**config.mk**
```make
export PLATFORM = sky130hd
export DESIGN_NAME = lcfc_frame_eval
export DESIGN_NICKNAME = d
export VERILOG_FILES = /design/src/hw/rtl/lcfc_pkg.sv /design/src/hw/rtl/lcfc_frame_eval.sv
export SDC_FILE = /design/constraint.sdc
export NUM_CORES = 1
export LEC_CHECK = 0
export BUFFER_PORTS_ARGS = -buffer_cell sky130_fd_sc_hd__buf_2
export CORE_AREA = 2 2 93 95
export DETAILED_ROUTE_END_ITERATION = 10
export DIE_AREA = 0 0 95 97
export PLACE_DENSITY_LB_ADDON = 0.3
export SLEW_MARGIN = 20
export SYNTH_ARGS = -nofsm -noshare
export SYNTH_HDL_FRONTEND = slang
export SYNTH_SLANG_ARGS = --single-unit
```
**constraint.sdc**
```tcl
create_clock -name clk -period 4.6 [get_ports clk]
set_clock_uncertainty 0.15 [all_clocks]
set_input_delay 0.46 -clock clk [delete_from_list [all_inputs] [get_ports clk]]
set_output_delay 0.46 -clock clk [all_outputs]
set_load 0.005 [all_outputs]
```
**src/hw/rtl/lcfc_pkg.sv**
```systemverilog
// ----------------------------------------------------------------------------
// lcfc_pkg
// Shared types, status codes and the crc-16/modbus byte update for the
// length-prefixed frame checker.
// ----------------------------------------------------------------------------
`default_nettype none

package lcfc_pkg;

  localparam int unsigned MAX_FRAME_BYTES_DEF = 258;

  localparam int unsigned BYTE_W   = 8;
  localparam int unsigned COUNT_W  = 9;
  localparam int unsigned CRC_W    = 16;
  localparam int unsigned STATUS_W = 3;

  localparam logic [CRC_W-1:0] CRC_INIT = 16'hFFFF;
  localparam logic [CRC_W-1:0] CRC_POLY = 16'hA001;

  // frame layout: length byte, payload, two crc bytes
  localparam logic [COUNT_W-1:0] FRAME_OVERHEAD = 9'd3;

  typedef enum logic [STATUS_W-1:0] {
    ST_PENDING = 3'd0,
    ST_OK      = 3'd1,
    ST_SHORT   = 3'd2,
    ST_LENGTH  = 3'd3,
    ST_BADCRC  = 3'd4
  } status_t;

  typedef struct packed {
    logic              end_of_message;
    logic [BYTE_W-1:0] rx_byte;
  } in_item_t;

  typedef struct packed {
    status_t           frame_status;
    logic              frame_done;
    logic              is_payload;
    logic [BYTE_W-1:0] data_out;
  } res_item_t;

  // one byte folded into a reflected crc, eight shift steps
  function automatic logic [CRC_W-1:0] crc_fold(input logic [CRC_W-1:0] crc,
                                                 input logic [BYTE_W-1:0] b);
    logic [CRC_W-1:0] c;
    c = crc ^ {{(CRC_W-BYTE_W){1'b0}}, b};
    for (int k = 0; k < BYTE_W; k++) begin
      if (c[0]) begin
        c = (c >> 1) ^ CRC_POLY;
      end else begin
        c = c >> 1;
      end
    end
    return c;
  endfunction

endpackage

`default_nettype wire

```
**src/hw/rtl/lcfc_frame_eval.sv**
```systemverilog
// ----------------------------------------------------------------------------
// lcfc_frame_eval
// Frame state (byte count, declared length, running crc) and the per-byte
// result: payload mark and the verdict on the last byte.
// ----------------------------------------------------------------------------
`default_nettype none

module lcfc_frame_eval #(
  parameter int unsigned MAX_FRAME_BYTES = lcfc_pkg::MAX_FRAME_BYTES_DEF
) (
  input  wire logic              clk,
  input  wire logic              rst_n,
  input  wire logic              advance,
  input  wire lcfc_pkg::in_item_t item,
  output lcfc_pkg::res_item_t    result
);

  localparam logic [lcfc_pkg::COUNT_W-1:0] MaxCount =
    lcfc_pkg::COUNT_W'(MAX_FRAME_BYTES);

  logic [lcfc_pkg::COUNT_W-1:0] count_r, count_nxt;
  logic [lcfc_pkg::BYTE_W-1:0]  length_r, length_nxt;
  logic [lcfc_pkg::CRC_W-1:0]   crc_r, crc_nxt;

  logic                         taken;
  logic [lcfc_pkg::COUNT_W-1:0] total;
  logic [lcfc_pkg::BYTE_W-1:0]  length_now;
  logic [lcfc_pkg::CRC_W-1:0]   crc_now;
  logic [lcfc_pkg::COUNT_W-1:0] expected;
  lcfc_pkg::status_t            verdict;

  // bytes past the buffer size are echoed but neither counted nor folded
  assign taken      = count_r < MaxCount;
  assign total      = taken ? count_r + 1'b1 : count_r;
  assign length_now = (taken && count_r == '0) ? item.rx_byte : length_r;
  assign crc_now    = taken ? lcfc_pkg::crc_fold(crc_r, item.rx_byte) : crc_r;
  assign expected   = {1'b0, length_now} + lcfc_pkg::FRAME_OVERHEAD;

  always_comb begin
    if (total < lcfc_pkg::FRAME_OVERHEAD) begin
      verdict = lcfc_pkg::ST_SHORT;
    end else if (total != expected) begin
      verdict = lcfc_pkg::ST_LENGTH;
    end else if (crc_now != '0) begin
      verdict = lcfc_pkg::ST_BADCRC;
    end else begin
      verdict = lcfc_pkg::ST_OK;
    end
  end

  always_comb begin
    result.data_out     = item.rx_byte;
    result.is_payload   = taken && count_r != '0 &&
                          count_r <= {1'b0, length_r};
    result.frame_done   = item.end_of_message;
    result.frame_status = item.end_of_message ? verdict : lcfc_pkg::ST_PENDING;
  end

  always_comb begin
    if (item.end_of_message) begin
      count_nxt  = '0;
      length_nxt = '0;
      crc_nxt    = lcfc_pkg::CRC_INIT;
    end else begin
      count_nxt  = total;
      length_nxt = length_now;
      crc_nxt    = crc_now;
    end
  end

  always_ff @(posedge clk) begin
    if (!rst_n) begin
      count_r  <= '0;
      length_r <= '0;
      crc_r    <= lcfc_pkg::CRC_INIT;
    end else if (advance) begin
      count_r  <= count_nxt;
      length_r <= length_nxt;
      crc_r    <= crc_nxt;
    end
  end

  a_count_bounded: assert property (@(posedge clk) disable iff (!rst_n)
    count_r <= MaxCount)
    else $error("byte count beyond buffer size");

  a_restart_after_last: assert property (@(posedge clk) disable iff (!rst_n)
    advance && item.end_of_message |=>
      count_r == '0 && length_r == '0 && crc_r == lcfc_pkg::CRC_INIT)
    else $error("frame state not cleared after last byte");

  a_length_byte_not_payload: assert property (@(posedge clk) disable iff (!rst_n)
    count_r == '0 |-> !result.is_payload)
    else $error("length byte marked as payload");

  // while a transfer moves on, a status other than pending comes only with the last byte
  a_status_only_when_done: assert property (@(posedge clk) disable iff (!rst_n)
    advance |-> (result.frame_status != lcfc_pkg::ST_PENDING) == result.frame_done)
    else $error("status and done disagree");

endmodule

`default_nettype wire

```
==> qor.yml, run 1 <==
status: "complete, no violations"
num_antenna_cells: 0
gp_congestion: 0.798
die_y_um: 97
place_ws_ns: 0.609
ys_top_cells_by_area: "dfxtp_1 26%, xnor2_1 9.5%, ha_1 5.5%, o22ai_1 5.3%, mux2i_1 5.2%"
htree_levels: 2
cts.sinks: 33
min-delay-start: "crc_r[12]"
critical_path.top_delay_family: "simple AND/OR/NAND/NOR gates"
hp-class: "flop to flop"
coreArea_sq_mm: 0.00813
synth_seq_cells: 33
start_kind: "flop"
cp_cell_sequence: "nor4_4 > and4_4 > mux2i_1 > ha_1 > nand3b_1 > xnor2_1 > mux2i_1 > xnor2_1 > o2111ai_1 > nor4_2 > nand3_1 > nor2b_4 > buf_2"
cts_hold_buf: 0
wl_per_cell_um: 15.9
finalHoldViolCount: 0
tightest_slew_ns: 0.654
start_util: 0.308
drt_iter0_drc: 93
cp-end-kind: "output port"
seq_area_frac_synth: 0.264
antenna_found_initial: 0
synth_xor_area_frac: 0.153
insertion_delay_ns: 0.30
vias_per_cell: 5.21
pin_count: 25
synthMuxAreaShare: 0.0520
portBuffers: 24
drc_errors: 0
syn_nets: 327
nFillCells: 865
firstDrtPassIters: 4
area_delta_synth_final_pct: 8.00
synth-warning-count: 0
synth_edf_count: 0
gr-total-overflow: 0
layoutNonFillerInstCount: 420
cts_tree: "done"
ant_nets: 0
grt_pass1_wl_mm: 11.1
placed_cells: 412
nets: 337
root_buffer: "clkbuf_8"
rrSetupSlack_ns: 2.10
min_path_cells: 2
routed_wl_mm: 6.70
post-route-min-period_ns: 4.37
dpl.hpwl_mm: 4.95
period_share: 0.951
p_per_area_mw_per_mm2: 278
maxSlewHeadroom: 0.564
r2r_end: "crc_r[15]"
rsz0062_at_grt: "false"
layout-drive-gt1-share: 0.121
slowest_delay_ns: 0.42
die_w_um: 95
synth_top_family_by_area: "simple AND/OR/NAND/NOR gates"
tns_ns: 0
clk_path_buf_depth: 2
dieArea_sq_mm: 0.00922
cp_num_buf_inv: 1
slowest_stage: "dfxtp_1"
cp_data_arrival_time_ns: 3.76
synth_compound_area_frac: 0.166
syn_avg_cell_area_sq_um: 8.23
worstSetupPathType: "flop to output port"
async_reset_ff_frac: 0
synthSimpleGateAreaFrac: 0.233
ff_latch_area_sq_um: 661
grt_max_degree: 34
ir_worst_vdd_uv: 138
fmax_mhz: 229
r2r-start: "count_r[3]"
yosys.area_share.adder: 0.0550
num_rows: 33
yosysTopAreaCell: "dfxtp_1"
fin_ws_ns: 0.226
ys.flop_type: "dfxtp_1"
grt_use_total: 0.151
hold_end: "crc_r[4]"
vias: 2188
synth.top_cells.by_count: "33 x dfxtp_1, 30 x nand2_1, 27 x xnor2_1, 21 x o22ai_1, 16 x nor2_1"
cts_setup_buffers: 0
drv_cap: 0
cts_buffers: 5
p_leak_uw: 0.00102
ys_types: 48
final_max_slew_viol_count: 0
yosysMostFrequentCell: "dfxtp_1"
clk_pin_slew_ns: 0.08
r2r_cells: 5
syn_inst: 304
cp.required_ns: 3.99
netlist_area_sq_mm: 0.00250
setup_violations: 0
crit_fanout: 11
multi_input_area_sq_mm: 0.00165
cts_resized: 0
synth_top_area_share: 0.264
grt_pass1_vias: 2155
-- worst min-delay path, stage by stage (launching register included) --
cell and delay [ns]:
dfxtp_1 0.36, o22ai_1 0.08, nand2_1 0.06
-- through the flow --
| step | hold WS [ns] | utilization | cell area [sq um] | total power, uW |
|---|---|---|---|---|
| after floorplan | 0.316 | - | 2500 | 487 |
| after global placement | 0.350 | 0.322 | 2620 | 528 |
| after detailed placement | 0.355 | 0.322 | 2620 | 530 |
| after CTS | 0.381 | 0.332 | 2700 | 756 |
| after global routing | 0.414 | 0.332 | 2700 | 791 |
| final | 0.377 | 0.332 | 2700 | 752 |
-- layout by cell type, fill, tap and decap left out, types with 2 or more instances in the layout --
master     instances
a21oi_1           10
a22oi_1            8
a31oi_1            2
and2_1             7
buf_2             24
clkbuf_8           5
clkinv_2           2
dfxtp_1           33
ha_1              11
inv_1             15
mux2i_1           13
nand2_1           30
nand2b_1           2
nand3_1            4
nand3b_1           2
nand4_1            4
nor2_1            16
nor2b_1           13
nor3_1             8
nor4_1             6
o2111ai_1          2
o21a_1             7
o21ai_0            8
o22ai_1           21
or3_1              3
or4_1              2
xnor2_1           27
xor2_1            12
-- how the worst max path moves through the flow --
stage / from / end / slack, ns / depth (start not counted)
after CTS: count_r[3] / result[10] / 0.25 / 13
after global placement: count_r[3] / result[10] / 0.78 / 13
after floorplan: count_r[3] / result[10] / 1.13 / 14
final: count_r[3] / result[10] / 0.23 / 13
after detailed placement: count_r[3] / result[10] / 0.61 / 13
after global routing: count_r[3] / result[10] / 0.04 / 13
-- registers in the layout, summed over array words and instances (netlist names) --
| signal | count |
|---|---|
| crc_r | 16 |
| count_r | 9 |
| length_r | 8 |
-- where the power goes --
group	switching [uW]	internal (uW)
clock	121	105
sequential	14.0	299
combinational	114	98.6
total	250	502
-- routing by layer --
metal / routed length, um / global-route usage / up-vias
met5: 0 / 0 / -
met1: 3300 / 0.212 / 1044
met4: 51 / 0.0346 / 0
met2: 3130 / 0.242 / 41
met3: 210 / 0.0234 / 6
li1: - / - / 1097
-- logic make-up (layout without fill, tap and decap cells) --
group / Yosys count / in the layout
simple gates: 106 / 106
compound gates: 64 / 64
xor+xnor: 41 / 41
buf+inv: 36 / 47
flops: 33 / 33
mux: 13 / 13
fa+ha+maj: 11 / 11
-- final cells by class --
cell class              instances  share of cell area
clock inverters                 3             0.00648
well taps                     105              0.0486
repair buffers                 24              0.0444
flip-flops and latches         33               0.244
clock buffers                   5              0.0255
multi-input cells             235               0.610
inverters                      15              0.0208
Power figures use the tool's default switching activity.
==> run 2: changes to the inputs <==
--- a/config.mk
+++ b/config.mk
@@ -7,9 +7,9 @@
 export LEC_CHECK = 0
 export BUFFER_PORTS_ARGS = -buffer_cell sky130_fd_sc_hd__buf_2
 export CORE_AREA = 2 2 93 95
+export CTS_CLUSTER_SIZE = 28
 export DETAILED_ROUTE_END_ITERATION = 10
 export DIE_AREA = 0 0 95 97
-export PLACE_DENSITY_LB_ADDON = 0.3
 export SLEW_MARGIN = 20
 export SYNTH_ARGS = -nofsm -noshare
 export SYNTH_HDL_FRONTEND = slang
==> run 2 against run 1 <==
Critical endpoint unchanged. Clock power decreased by 2%. Hold slack got worse by 0.0025 ns. Final cell count unchanged. Flip-flop and latch count unchanged. Maximum frequency increased by 2.1%. Total power decreased by 0.93%. Setup slack improved by 0.089 ns. Sequential power about the same. Die area unchanged.
==> qor.yml, run 2 (synthesis gave the netlist of run 1 again) <==
nFillCells: 865  # unchanged
tns_ns: 0  # unchanged
slowest_delay_ns: 0.42  # about the same
fmax_mhz: 233  # was 229 MHz
cp_cell_sequence: "nor4_4 > and4_4 > mux2i_1 > ha_1 > nand2b_1 > nor3_1 > nor3_1 > o21a_1 > o2111ai_1 > nor4_2 > nand3_1 > nor2b_4 > buf_2"  # was nor4_4 > and4_4 > mux2i_1 > ha_1 > nand3b_1 > xnor2_1 > mux2i_1 > xnor2_1 > o2111ai_1 > nor4_2 > nand3_1 > nor2b_4 > buf_2
cts_buffers: 5  # unchanged
clkPwrFrac: 0.297  # was 0.300
cp-end-kind: "output port"  # unchanged
coreArea_sq_mm: 0.00813  # unchanged
firstDrtPassIters: 6  # was 4
cts.sinks: 33  # unchanged
mostFrequentLayoutCells: "33 x dfxtp_1, 30 x nand2_1, 27 x xnor2_1"  # unchanged
seq_power_share: 0.420  # was 0.416
setup_violations: 0  # unchanged
cts_resized: 0  # unchanged
start_util: 0.308  # unchanged
maxSlewHeadroom: 0.576  # was 0.564
num_rows: 33  # unchanged
slowest_stage: "dfxtp_1"  # unchanged
grt_max_degree: 34  # unchanged
drc_errors: 0  # unchanged
layout-drive-gt1-share: 0.117  # was 0.121
vias_per_cell: 5.17  # was 5.21
portBuffers: 24  # unchanged
clk_path_buf_depth: 2  # unchanged
die_w_um: 95  # unchanged
p_per_area_mw_per_mm2: 276  # was 278 mW/mm^2
critical_path.top_delay_family: "simple AND/OR/NAND/NOR gates"  # unchanged
largest_reg_flops: 16  # unchanged
root_buffer: "clkbuf_8"  # unchanged
hp-class: "flop to flop"  # unchanged
dieArea_sq_mm: 0.00922  # unchanged
p_comb_frac: 0.283  # about the same
grt_pass1_vias: 2126  # was 2,155
nets: 337  # unchanged
drt_iter0_drc: 95  # was 93
ir_worst_vdd_uv: 197  # was 138 uV
routed_wl_mm: 6.63  # was 6.70 mm
num_antenna_cells: 0  # unchanged
pin_count: 25  # unchanged
grt_use_total: 0.150  # was 0.151
worstSetupPathType: "flop to output port"  # unchanged
die_y_um: 97  # unchanged
area_delta_synth_final_pct: 7.85  # was 8.00%
post-route-min-period_ns: 4.28  # was 4.37 ns
period_share: 0.931  # was 0.951
gr-total-overflow: 0  # unchanged
switching_power_uw: 242  # was 250 uW
start_kind: "flop"  # unchanged
wl_per_cell_um: 15.8  # was 15.9 um
grt_pass1_wl_mm: 10.9  # was 11.1 mm
final_max_slew_viol_count: 0  # unchanged
antenna_found_initial: 0  # unchanged
gp_congestion: 0.858  # was 0.798
crit_top_cell: "nor3_1"
insertion_delay_ns: 0.29  # was 0.30 ns
cp.required_ns: 3.99  # about the same
status: "complete, no violations"  # unchanged
finalHoldViolCount: 0  # unchanged
holdWs_ns: 0.374  # was 0.377 ns
rsz0062_at_grt: "false"  # unchanged
swShare: 0.325  # was 0.332
mostFrequentLayoutCell: "dfxtp_1"  # unchanged
cp_data_arrival_time_ns: 3.67  # was 3.76 ns
cts_tree: "done"  # unchanged
cts_hold_buf: 0  # unchanged
reg_top3: "crc_r (16), count_r (9), length_r (8)"  # unchanged
clk_pin_slew_ns: 0.08  # about the same
drv_cap: 0  # unchanged
regMostFlops: "crc_r"  # unchanged
crit_fanout: 11  # unchanged
cp_num_buf_inv: 1  # unchanged
htree_levels: 2  # unchanged
p_leak_uw: 0.00102  # about the same
p_int_uw: 502  # about the same
ant_nets: 0  # unchanged
cts_setup_buffers: 0  # unchanged
dpl.hpwl_mm: 4.82  # was 4.95 mm
tightest_slew_ns: 0.635  # was 0.654 ns
vias: 2171  # was 2,188
run 2: cell count changes in the layout (fill, tap and decap cells not counted):
cell and change:
clkbuf_1 +1, clkinvlp_4 -1
run 2: per-layer routing:
metal	up-vias	global-route usage	routed length, um
li1	1096	-	-
met1	1010	0.210	3080
met2	56	0.235	3120
met3	9	0.0234	330
met4	0	0.0468	89
met5	-	0	0
run 2: layout make-up:
| class | instances | area (sq um) | share of cell area |
|---|---|---|---|
| flip-flops and latches | 33 | 661 | 0.245 |
| repair buffers | 24 | 120 | 0.0445 |
| clock buffers | 6 | 72.6 | 0.0269 |
| clock inverters | 2 | 10.0 | 0.00371 |
| inverters | 15 | 56.3 | 0.0209 |
| well taps | 105 | 131 | 0.0487 |
| multi-input cells | 235 | 1650 | 0.611 |
run 2: final timing paths:
| kind | startpoint | end | slack (ns) | cells after the start |
|---|---|---|---|---|
| setup / recovery | count_r[3] | result[10] | 0.32 | 13 |
| hold / removal | crc_r[12] | crc_r[4] | 0.37 | 2 |
| setup reg to reg | count_r[3] | crc_r[12] | 2.16 | 5 |
| hold reg to reg | crc_r[12] | crc_r[4] | 0.37 | 2 |
run 2: power by group through the flow:
stage | clock (uW) | combinational (uW) | sequential [uW]
finish | 221 | 211 | 313
global route | 238 | 231 | 314
CTS | 227 | 211 | 313
detailed placement | 0 | 209 | 319
global placement | 0 | 207 | 319
floorplan | 0 | 171 | 315
run 2: worst min-delay path: cells and delay by family, from the launching register on:
kind,cells,cell delay (ns)
flip-flops,1,0.36
AO/OA/AOI/OAI,1,0.08
AND/OR/NAND/NOR,1,0.06
run 2: per-stage QoR:
step,total power [uW],cell area [sq um],worst slack (ns),util,std cells
floorplan,487,2500,1.13,-,304
global placement,526,2620,0.806,0.322,412
detailed placement,528,2620,0.673,0.322,412
CTS,751,2700,0.342,0.332,420
global route,783,2700,0.0166,0.332,420
finish,745,2700,0.315,0.332,420
